**src/assert_macros.svh**
```systemverilog
// ---------------------------------------------------------------------------
// assert_macros.svh
// Concurrent assertion macros, compiled out when SYNTHESIS is defined.
// ---------------------------------------------------------------------------
`ifndef ASSERT_MACROS_SVH
`define ASSERT_MACROS_SVH

`ifndef SYNTHESIS
// property must hold on every enabled clock edge
`define ASSERT_ALWAYS(lbl, clk_s, rst_s, prop, msg) \
  lbl: assert property (@(posedge clk_s) disable iff (rst_s) (prop)) else $error(msg);
// consequent must hold in the cycle after the antecedent
`define ASSERT_NEXT(lbl, clk_s, rst_s, ante, cons, msg) \
  lbl: assert property (@(posedge clk_s) disable iff (rst_s) (ante) |=> (cons)) else $error(msg);
`else
`define ASSERT_ALWAYS(lbl, clk_s, rst_s, prop, msg)
`define ASSERT_NEXT(lbl, clk_s, rst_s, ante, cons, msg)
`endif

`endif

```
**src/rcv_pkg.sv**
```systemverilog
// ---------------------------------------------------------------------------
// rcv_pkg
// Shared types and widths for the rank compression block.
// ---------------------------------------------------------------------------
package rcv_pkg;

  localparam int VALUE_W = 32;
  localparam int POS_W   = 7;
  localparam int RANK_W  = 7;

  typedef struct packed {
    logic signed [VALUE_W-1:0] value;
    logic                      last;
  } in_item_t;

  typedef struct packed {
    logic [POS_W-1:0]  position;
    logic [RANK_W-1:0] rank;
    logic              final_res;
  } out_item_t;

  // broadcast control to every cell in the chain
  typedef struct packed {
    logic start;   // copy own value into the travelling slot, rank to one
    logic rotate;  // travelling slot moves one cell round the ring
    logic drain;   // ranks shift one cell towards the output end
  } cell_ctrl_t;

endpackage

```
**src/rcv_cell.sv**
```systemverilog
// ---------------------------------------------------------------------------
// rcv_cell
// One chain cell: holds a value, counts smaller values passing through it.
// ---------------------------------------------------------------------------
module rcv_cell (
  input  logic                               clk,
  input  logic                               rst,
  input  rcv_pkg::cell_ctrl_t                ctrl,
  input  logic                               load,
  input  logic                               active,
  input  logic signed [rcv_pkg::VALUE_W-1:0] value,
  input  logic signed [rcv_pkg::VALUE_W-1:0] circ_in,
  input  logic                               circ_in_valid,
  output logic signed [rcv_pkg::VALUE_W-1:0] circ_out,
  output logic                               circ_out_valid,
  input  logic [rcv_pkg::RANK_W-1:0]         rank_in,
  output logic [rcv_pkg::RANK_W-1:0]         rank_out
);
  import rcv_pkg::*;

  logic signed [VALUE_W-1:0] own;
  logic signed [VALUE_W-1:0] circ;
  logic                      circ_valid;
  logic [RANK_W-1:0]         rank;

  always_ff @(posedge clk) begin
    if (load) begin
      own <= value;
    end
    if (ctrl.start) begin
      circ <= own;
      rank <= RANK_W'(1);
    end else if (ctrl.rotate) begin
      circ <= circ_in;
      if (circ_in_valid && (circ_in < own)) begin
        rank <= rank + RANK_W'(1);
      end
    end else if (ctrl.drain) begin
      rank <= rank_in;
    end
  end

  always_ff @(posedge clk) begin
    if (rst) begin
      circ_valid <= 1'b0;
    end else if (ctrl.start) begin
      circ_valid <= active;
    end else if (ctrl.rotate) begin
      circ_valid <= circ_in_valid;
    end
  end

  assign circ_out       = circ;
  assign circ_out_valid = circ_valid;
  assign rank_out       = rank;

endmodule
```
**config.mk**
```make
export PLATFORM = sky130hd
export DESIGN_NAME = rcv_cell
export DESIGN_NICKNAME = d
export VERILOG_FILES = /design/src/assert_macros.svh /design/src/rcv_pkg.sv /design/src/rcv_cell.sv
export SDC_FILE = /design/constraint.sdc
export NUM_CORES = 1
export LEC_CHECK = 0
export BUFFER_PORTS_ARGS = -buffer_cell sky130_fd_sc_hd__buf_2
export CAP_MARGIN = 40
export CORE_ASPECT_RATIO = 0.7
export CORE_MARGIN = 2
export CORE_UTILIZATION = 52
export CTS_CLUSTER_DIAMETER = 150
export DETAILED_ROUTE_END_ITERATION = 16
export PLACE_DENSITY = 0.82
export SYNTH_ARGS = -nofsm -noshare
export SYNTH_HDL_FRONTEND = slang
export SYNTH_SLANG_ARGS = --single-unit
```
**constraint.sdc**
```tcl
create_clock -name clk -period 5.3 [get_ports clk]
set_clock_uncertainty 0.2 [all_clocks]
set_input_delay 1.325 -clock clk [delete_from_list [all_inputs] [get_ports clk]]
set_output_delay 1.325 -clock clk [all_outputs]
set_load 0.02 [all_outputs]
```
==> summary.txt, run 1 <==
STA
  – Worst-Margin Slew: 0.8125 ns
  – Fmax: 277.7 MHz
  – Min Tclk post-route: 3.602 ns
  – Hold Vio Cnt, Final: 0
  – Max_slew headroom: 45.84%
  – Tcrit/Tclk final: 67.96%
  – Final Max Tran Viols: 0
  – RSZ-0062 raised after global routing: no
  – Setup-failing EPs final: 0
  – Setup TNS: 0 ns

Logic synthesis
  – Top cells by area, synth: edfxtp_1 (53%), ha_1 (11%), mux2_2 (11%)
  – Synthesis warning total: 0
  – Post-Synthesis Cells: 275
  – Syn_area_per_cell: 13.19 sq um
  – Register area share after synthesis: 57.40%
  – Mapped Nets: 386
  – Flops & latches, synth: 72
  – Synth unique cells: 41
  – Syn Std Cell Area: 3627 sq um
  – Yosys top cell area share: 52.98%
  – Yosys top cell by area: edfxtp_1

Finish
  – Fraction of layout cells with a size suffix above 1: 44.55%
  – NumNets Final: 511
  – Area Overhead vs Synth: 24.73%
  – Final Cell Area: 4524 sq um
  – Number of inserted diodes: 0

Clock network
  – H-tree levels: 3
  – Clock sinks: 72
  – Longest Clk Path Bufs: 2
  – TritonCTS clock tree: yes
  – Cts-stage hold buffer count: 0
  – Clk root buf: clkbuf_8
  – Clock transition at path regs: 0.07 ns
  – Clk Latency, worst-skew pair: 0.34 ns
  – CTS resizes: 0
  – Num CTS Buffers: 9
  – Postcts setup bufs: 0

Routing
  – Vias/cell: 5.147
  – Avg WL per Cell: 15.06 microns
  – Post-route ant nets: 0
  – Vias: 2563
  – 1st-pass router iterations: 4
  – DR DRC count: 0
  – Iteration-0 DRC Markers: 129
  – Final wirelength: 7498 microns

Min path
  – Hold crit path type: flop to flop
  – Hold path cells: 2

Critical path
  – Critical Path RT: 5.34 ns
  – Worst Path Arrival: 3.64 ns
  – Critical Path End Type: flop
  – Critical Setup Path Class: primary input to flop
  – Maximum fanout along the worst path: 5
  – Startpoint Class: primary input
  – Reg2Reg Depth: 10

Global route
  – GR Overflow Total: 0
  – Initial antenna violation count: 0
  – Largest net degree at the start of global routing: 40
  – All-layer global routing usage: 20.74%
  – Global-route wire length before repair: 12010 microns
  – Vias in the first global route: 2600

Pwr
  – Seq pwr share: 49.6%
  – Logic pwr share: 17.1%
  – Pwr dens: 309.7 nW/um^2
  – LEAKAGE: 0.002059 uW
  – Peak supply drop: 0.1977 mV
  – Total power: 1401 uW
  – Clk pwr share: 33.4%
  – Sw Pwr: 359.9 uW
  – P_int: 1041 uW
  – Switching portion of total power: 25.68%

Floorplanning
  – Core Area: 6756 sq um
  – Die Wd: 103.8 microns
  – # rows: 25
  – DIE HEIGHT: 73.88 microns
  – Initial cell density of the core: 53.69%
  – Die outline area: 7670 sq um
  – I/O pin total: 119

Run
  – Max-cap viol count: 0

Status
  – Status: finished clean

Place
  – Gpl congestion: 0.7960
  – Placed cell area: 4314 sq um
  – I/O Buffers: 118
  – Dpl hpwl: 5476 microns
## registers in the layout (all words and copies together), names as in the netlist
name	count
circ_out	32
circ_out_valid	1
own	32
rank_out	7
## layout by cell type, fill, tap and decap left out, types with 3 or more instances in the layout
master / count
a211oi_1: 4
a21oi_1: 17
buf_2: 118
clkbuf_8: 9
dfxtp_1: 8
edfxtp_1: 64
ha_1: 32
inv_1: 33
mux2_2: 34
mux2i_1: 3
nand2_1: 10
nand3_1: 5
nor2_1: 13
o21ai_0: 8
o311ai_1: 5
or2_2: 3
## power by group through the flow
stage / Clock, uW / Combinational (uW) / Sequential, uW
finish: 467 / 239 / 695
global route: 499 / 267 / 700
CTS: 478 / 242 / 695
detailed placement: 0 / 241 / 707
global placement: 0 / 234 / 705
floorplan: 0 / 110 / 742
## cell type report
type                    count  area (sq um)
fillers                   545          2232
flip-flops and latches     72          2082
multi-input cells         165          1393
repair buffers            119         598.1
clock buffers              10         127.6
inverters                  33         123.9
well taps                  94         117.6
clock inverters             5         82.58
## synthesized netlist by cell type (all sizes together)
cell type and number:
a211oi 4, mux2i 3, a31oi 1, buf 3, o22ai 1, or2 6, nor3 1, nor2b 2
o311a 2, a41o 1, ha 32, nand2 11, a21bo 1, mux2 35, a21oi 17, o21ai 11
inv 33, nor2 14, clkbuf 2, a311oi 1, a211o 1, nand3 5, or2b 2, and3 1
edfxtp 64, o21a 1, dfxtp 8, o311ai 5, nand2b 2, a21o 2, nand4 2, nand3b 1
## cells by family (layout without fill, tap and decap cells)
kind of cell | Yosys count | after routing | share of synthesized area [%]
fa+ha+maj | 32 | 32 | 11.04
mux | 38 | 38 | 11.80
simple gates | 47 | 47 | 6.796
compound gates | 48 | 48 | 8.762
buf+inv | 38 | 167 | 4.208
flops | 72 | 72 | 57.40
## metrics by stage
stage	worst slack, ns	std cells	utilization [%]	hold WS (ns)
2_1_floorplan	1.743	275	-	0.3415
3_3_place_gp	1.417	483	63.85	0.2948
3_5_place_dp	1.384	483	63.85	0.2965
4_1_cts	1.720	498	66.96	0.3111
5_1_grt	1.583	498	66.96	0.3475
6_report	1.698	498	66.96	0.3153
## worst max-delay path, stage by stage
cell     delay (ns)
buf_2          0.11
ha_1           0.30
a21o_1         0.18
a21oi_1        0.26
o22ai_1        0.13
a211o_1        0.32
a31oi_1        0.20
mux2_4         0.36
o311a_1        0.30
o21a_1         0.16
## per-layer routing
metal  GRT usage [%]  vias up  wire (microns)
met5               0        -               0
met4           8.108        0             143
met3           6.921       14             462
met2           35.16       86            3629
met1           25.00     1196            3262
li1                -     1267               -
## final timing paths
check                           startpoint                       end  slack (ns)
setup reg to reg         own[28]$_DFFE_PP_  rank_out[2]$_SDFFE_PP0P_        2.38
hold / removal    rank_out[6]$_SDFFE_PP0P_  rank_out[6]$_SDFFE_PP0P_        0.32
setup / recovery               circ_in[28]  rank_out[2]$_SDFFE_PP0P_        1.70
hold reg to reg   rank_out[6]$_SDFFE_PP0P_  rank_out[6]$_SDFFE_PP0P_        0.32
No activity file was read; power rests on OpenSTA's default activity.
==> inputs of run 2 (changes only) <==
--- a/config.mk
+++ b/config.mk
@@ -9,10 +9,10 @@
 export CAP_MARGIN = 40
 export CORE_ASPECT_RATIO = 0.7
 export CORE_MARGIN = 2
-export CORE_UTILIZATION = 52
+export CORE_UTILIZATION = 51
 export CTS_CLUSTER_DIAMETER = 150
 export DETAILED_ROUTE_END_ITERATION = 16
-export PLACE_DENSITY = 0.82
+export PLACE_DENSITY = 0.8
 export SYNTH_ARGS = -nofsm -noshare
 export SYNTH_HDL_FRONTEND = slang
 export SYNTH_SLANG_ARGS = --single-unit
==> constraint.sdc (replaced) <==
create_clock -name clk -period 3.5 [get_ports clk]
set_clock_uncertainty 0.2 [all_clocks]
set_input_delay 0.875 -clock clk [delete_from_list [all_inputs] [get_ports clk]]
set_output_delay 0.875 -clock clk [all_outputs]
set_load 0.02 [all_outputs]
==> run 2 against run 1 <==
Compared with the run above:
- non-clock buffer count grew 1
- sequential power grew 51%
- clock power grew 31%
- sequential cell count unchanged
- largest power group unchanged
==> summary.txt, run 2 (same netlist as run 1, synthesis figures left out) <==
Status
  – Status: finished clean

Floorplanning
  – Die Wd: 104.8 microns
  – Die outline area: 7814 sq um
  – # rows: 25
  – I/O pin total: 119
  – Core Area: 6819 sq um
  – Initial cell density of the core: 53.19%
  – DIE HEIGHT: 74.56 microns

Global route
  – All-layer global routing usage: 18.91%
  – Vias in the first global route: 2414
  – Global-route wire length before repair: 11150 microns
  – GR Overflow Total: 0
  – Largest net degree at the start of global routing: 40
  – Initial antenna violation count: 0

Finish
  – Commonest non-fill, non-tap cell in the layout: buf_2
  – Most frequent cells in the layout: buf_2 (118), edfxtp_1 (64), mux2_2 (34)
  – Fraction of layout cells with a size suffix above 1: 44.09%
  – Fillers: 559
  – NumNets Final: 512
  – Number of inserted diodes: 0
  – Area Overhead vs Synth: 24.08%
  – Final Cell Area: 4501 sq um
  – Final Util: 66.00%

Clock network
  – Clock transition at path regs: 0.06 ns
  – TritonCTS clock tree: yes
  – Num CTS Buffers: 9
  – Longest Clk Path Bufs: 2
  – Clock sinks: 72
  – Cts-stage hold buffer count: 0
  – Clk Latency, worst-skew pair: 0.33 ns
  – Clk root buf: clkbuf_8
  – H-tree levels: 3
  – Postcts setup bufs: 0
  – CTS resizes: 0

Routing
  – Top routing layer in use: met4
  – Vias: 2534
  – DR DRC count: 0
  – Met2 wire length: 3381 microns
  – Avg WL per Cell: 14.44 microns
  – Post-route ant nets: 0
  – Final wirelength: 7222 microns
  – Routed wl met3: 504 microns
  – M1 WL: 3275 microns
  – 1st-pass router iterations: 4
  – Iteration-0 DRC Markers: 90
  – Vias/cell: 5.068

Min path
  – Hold crit path type: flop to flop

Pwr
  – LEAKAGE: 0.002050 uW
  – Peak supply drop: 0.2500 mV
  – Pwr dens: 449.7 nW/um^2

Critical path
  – Slowest-stage cell, CP: mux2_4
  – Startpoint Class: primary input
  – Critical Setup Path Class: primary input to flop
  – CP cell instances: buf_2, ha_1, a21o_1, a21oi_1, o22ai_1, a211o_1, a31oi_1, mux2_4, o311a_1, o21a_1
  – Critical Path End Type: flop
  – Critical Path RT: 3.53 ns
  – CP max stage delay: 0.36 ns
  – Maximum fanout along the worst path: 5
  – Worst Path Arrival: 3.15 ns

STA
  – Worst-Margin Slew: 0.7688 ns
  – Setup TNS: 0 ns
  – Hold Vio Cnt, Final: 0
  – Max_slew headroom: 48.75%
  – Min Tclk post-route: 3.125 ns
  – RSZ-0062 raised after global routing: no
  – Setup-failing EPs final: 0
  – Final Max Tran Viols: 0
  – Tcrit/Tclk final: 89.28%
  – Fmax: 320.0 MHz

Place
  – Gpl congestion: 0.8675
  – Dpl hpwl: 5382 microns
  – I/O Buffers: 118
  – Placed cell area: 4322 sq um

Run
  – Max-cap viol count: 0
## run 2: report_power, final
group / internal, uW / leakage (uW) / switching [uW]
Sequential: 1020 / 0.000705 / 30.0
Clock: 323 / 0.0000922 / 287
Combinational: 157 / 0.00125 / 205
## run 2: path summary, 6_finish.rpt
kind,start,to,slack [ns],cells after the start
min,rank_out[5]$_SDFFE_PP0P_,rank_out[5]$_SDFFE_PP0P_,0.33,2
min reg2reg,rank_out[5]$_SDFFE_PP0P_,rank_out[5]$_SDFFE_PP0P_,0.33,2
max,circ_in[28],rank_out[2]$_SDFFE_PP0P_,0.38,10
max reg2reg,own[28]$_DFFE_PP_,rank_out[2]$_SDFFE_PP0P_,0.65,10
## run 2: cell type report
type / instances / area, sq um / area share, %
clock buffers: 11 / 131.4 / 2.919
clock inverters: 5 / 47.55 / 1.056
inverters: 33 / 123.9 / 2.752
multi-input cells: 165 / 1393 / 30.94
flip-flops and latches: 72 / 2082 / 46.26
well taps: 94 / 117.6 / 2.613
repair buffers: 120 / 605.6 / 13.46
## run 2: worst max-delay path, delay by kind of cell
family | cells | cell delay (ns)
buf+inv | 1 | 0.11
fa+ha+maj | 1 | 0.31
compound gates | 7 | 1.51
mux | 1 | 0.36
## run 2: metrics by stage
stage | worst slack (ns) | hold WS, ns | instances | power, uW
3_3_place_gp | 0.06986 | 0.2954 | 484 | 1422
4_1_cts | 0.3924 | 0.3295 | 500 | 2048
6_report | 0.3752 | 0.3258 | 500 | 2024
2_1_floorplan | 0.3929 | 0.3415 | 275 | 1290
3_5_place_dp | 0.04286 | 0.3200 | 484 | 1433
5_1_grt | 0.3047 | 0.3487 | 500 | 2120
## run 2: metal layers
| metal | global-route usage [%] | vias to the layer above |
|---|---|---|
| li1 | - | 1269 |
| met1 | 24.51 | 1178 |
| met2 | 30.81 | 82 |
| met3 | 5.960 | 5 |
| met4 | 6.370 | 0 |
| met5 | 0 | - |
==> inputs of run 3 (changes only) <==
--- a/config.mk
+++ b/config.mk
@@ -5,14 +5,17 @@
 export SDC_FILE = /design/constraint.sdc
 export NUM_CORES = 1
 export LEC_CHECK = 0
+export ABC_AREA = 0
 export BUFFER_PORTS_ARGS = -buffer_cell sky130_fd_sc_hd__buf_2
 export CAP_MARGIN = 40
+export CELL_PAD_IN_SITES_DETAIL_PLACEMENT = 0
+export CELL_PAD_IN_SITES_GLOBAL_PLACEMENT = 1
 export CORE_ASPECT_RATIO = 0.7
 export CORE_MARGIN = 2
-export CORE_UTILIZATION = 51
+export CORE_UTILIZATION = 40
 export CTS_CLUSTER_DIAMETER = 150
 export DETAILED_ROUTE_END_ITERATION = 16
-export PLACE_DENSITY = 0.8
+export PLACE_DENSITY_LB_ADDON = 0.1
 export SYNTH_ARGS = -nofsm -noshare
 export SYNTH_HDL_FRONTEND = slang
 export SYNTH_SLANG_ARGS = --single-unit
==> run 3 against run 2 <==
Compared with the run above:
- sequential cell count unchanged
- non-clock buffer count up 2
- largest cell class unchanged
- core utilization is 13 points lower
- critical path type unchanged
- global-route usage is 2.6 points lower
- maximum frequency up 1.4%
==> summary.txt, run 3 (same netlist as run 1, synthesis figures left out) <==
Status
  – Status: finished clean

Min path
  – Hold crit path type: flop to flop
  – Hold path cells: 2
  – WHS Endpoint: rank_out[6]$_SDFFE_PP0P_
  – Hold_sp: rank_out[6]$_SDFFE_PP0P_

Floorplanning
  – # rows: 29
  – Die Wd: 117.8 microns
  – Core Area: 8926 sq um
  – Die outline area: 9858 sq um
  – Initial cell density of the core: 40.64%
  – DIE HEIGHT: 83.67 microns
  – I/O pin total: 119

Critical path
  – Startpoint Class: primary input
  – Reg2reg setup slack: 0.70 ns
  – CP cell instances: buf_2, ha_1, a21oi_1, o21ai_0, a211oi_1, o21ai_2, a31oi_1, mux2_4, o311a_1, o21a_1
  – RR Startpoint: own[19]$_DFFE_PP_
  – Slowest-stage cell, CP: a211oi_1
  – Maximum fanout along the worst path: 5
  – R2R Path End: rank_out[2]$_SDFFE_PP0P_
  – Critical Setup Path Class: primary input to flop
  – CP Buf/Inv Count: 1
  – Worst Path Arrival: 3.10 ns
  – Critical Path End Type: flop
  – Top cell family by delay on the critical path: compound AO/OA/AOI/OAI gates
  – Reg2Reg Depth: 10
  – CP max stage delay: 0.37 ns
  – Critical Path RT: 3.52 ns

STA
  – Final Max Tran Viols: 0
  – Min Tclk post-route: 3.081 ns
  – Tcrit/Tclk final: 88.04%
  – Worst-Margin Slew: 0.7806 ns
  – Hold Vio Cnt, Final: 0
  – Max_slew headroom: 47.96%
  – Fmax: 324.5 MHz
  – RSZ-0062 raised after global routing: no
  – Setup-failing EPs final: 0
  – Setup TNS: 0 ns
  – Min setup slack post-route: 0.4187 ns

Place
  – I/O Buffers: 118
  – Placed cell area: 4374 sq um
  – Dpl hpwl: 5580 microns
  – Dpl ws: 0.05130 ns
  – Gpl congestion: 0.7609

Global route
  – Initial antenna violation count: 0
  – Largest net degree at the start of global routing: 33
  – All-layer global routing usage: 16.36%
  – Vias in the first global route: 2454
  – GR Overflow Total: 0
  – Global-route wire length before repair: 12390 microns

Pwr
  – Peak supply drop: 0.2561 mV
  – Pwr dens: 526.6 nW/um^2
  – LEAKAGE: 0.002139 uW

Run
  – Max-cap viol count: 0

Clock network
  – Longest Clk Path Bufs: 2
  – TritonCTS clock tree: yes
  – Cts-stage hold buffer count: 0
  – Postcts setup bufs: 0
  – H-tree levels: 3
  – Clk root buf: clkbuf_16
  – Clock sinks: 72
  – CTS resizes: 0
  – Clk Latency, worst-skew pair: 0.32 ns
  – Num CTS Buffers: 9
  – Clock transition at path regs: 0.06 ns

Finish
  – Final Util: 52.99%
  – Final Cell Area: 4730 sq um
  – Number of inserted diodes: 0
  – NumNets Final: 514
  – Area Overhead vs Synth: 30.39%
  – Commonest non-fill, non-tap cell in the layout: buf_2
  – Fraction of layout cells with a size suffix above 1: 45.34%
  – Most frequent cells in the layout: buf_2 (118), edfxtp_1 (64), mux2_2 (34)

Routing
  – Final wirelength: 7616 microns
  – 1st-pass router iterations: 4
  – Vias/cell: 4.675
  – Iteration-0 DRC Markers: 148
  – Avg WL per Cell: 14.32 microns
  – Post-route ant nets: 0
  – DR DRC count: 0
  – Vias: 2487
[run 3: changes by cell type in the layout (fill, tap and decap cells not counted), sizes merged]
cell,change
clkinv,-3
clkinvlp,+1
buf,+2
bufinv,+2
[run 3: worst max-delay path by stage]
stage | start | end | slack [ns] | depth (start not counted)
after global routing | circ_in[19] | rank_out[3]$_SDFFE_PP0P_ | 0.22 | 10
final | circ_in[19] | rank_out[2]$_SDFFE_PP0P_ | 0.42 | 10
after CTS | circ_in[19] | rank_out[2]$_SDFFE_PP0P_ | 0.41 | 10
after global placement | circ_in[19] | rank_out[2]$_SDFFE_PP0P_ | 0.07 | 10
after detailed placement | circ_in[19] | rank_out[2]$_SDFFE_PP0P_ | 0.05 | 10
after floorplan | circ_in[25] | rank_out[2]$_SDFFE_PP0P_ | 0.39 | 9
[run 3: where the power goes]
group | total (uW) | switching (uW) | leakage, uW | internal [uW]
logic | 363 | 205 | 0.00126 | 158
registers | 1050 | 29.4 | 0.000705 | 1020
clock network | 1080 | 342 | 0.000172 | 734
[run 3: metal layers]
layer	share of wire, %	track usage, %	wire [microns]
met5	0	0	0
met4	0.79	4.272	60
met3	8.4	7.036	638
met2	43	24.74	3257
met1	48	21.61	3659
[run 3: worst reg2reg max path: cells and delay by family, from the launching register on]
family,cells,cell delay (ns)
mux,1,0.35
compound gates,7,1.46
flops,1,0.38
fa+ha+maj,1,0.25
buf+inv,1,0.07
[run 3: area by class of cell]
cell class	count	area, sq um
Fill cell	830	4197
Sequential cell	72	2082
Multi-Input combinational cell	165	1393
Timing Repair Buffer	122	620.6
Clock buffer	11	252.7
Tap cell	124	155.1
Inverter	33	123.9
Clock inverter	5	102.6
[run 3: per-stage QoR]
stage,instances,hold slack [ns],total power [uW]
finish,532,0.2999,2491
global route,532,0.3242,2614
CTS,532,0.2996,2525
detailed placement,516,0.2930,1436
global placement,516,0.2874,1433
floorplan,275,0.3415,1290
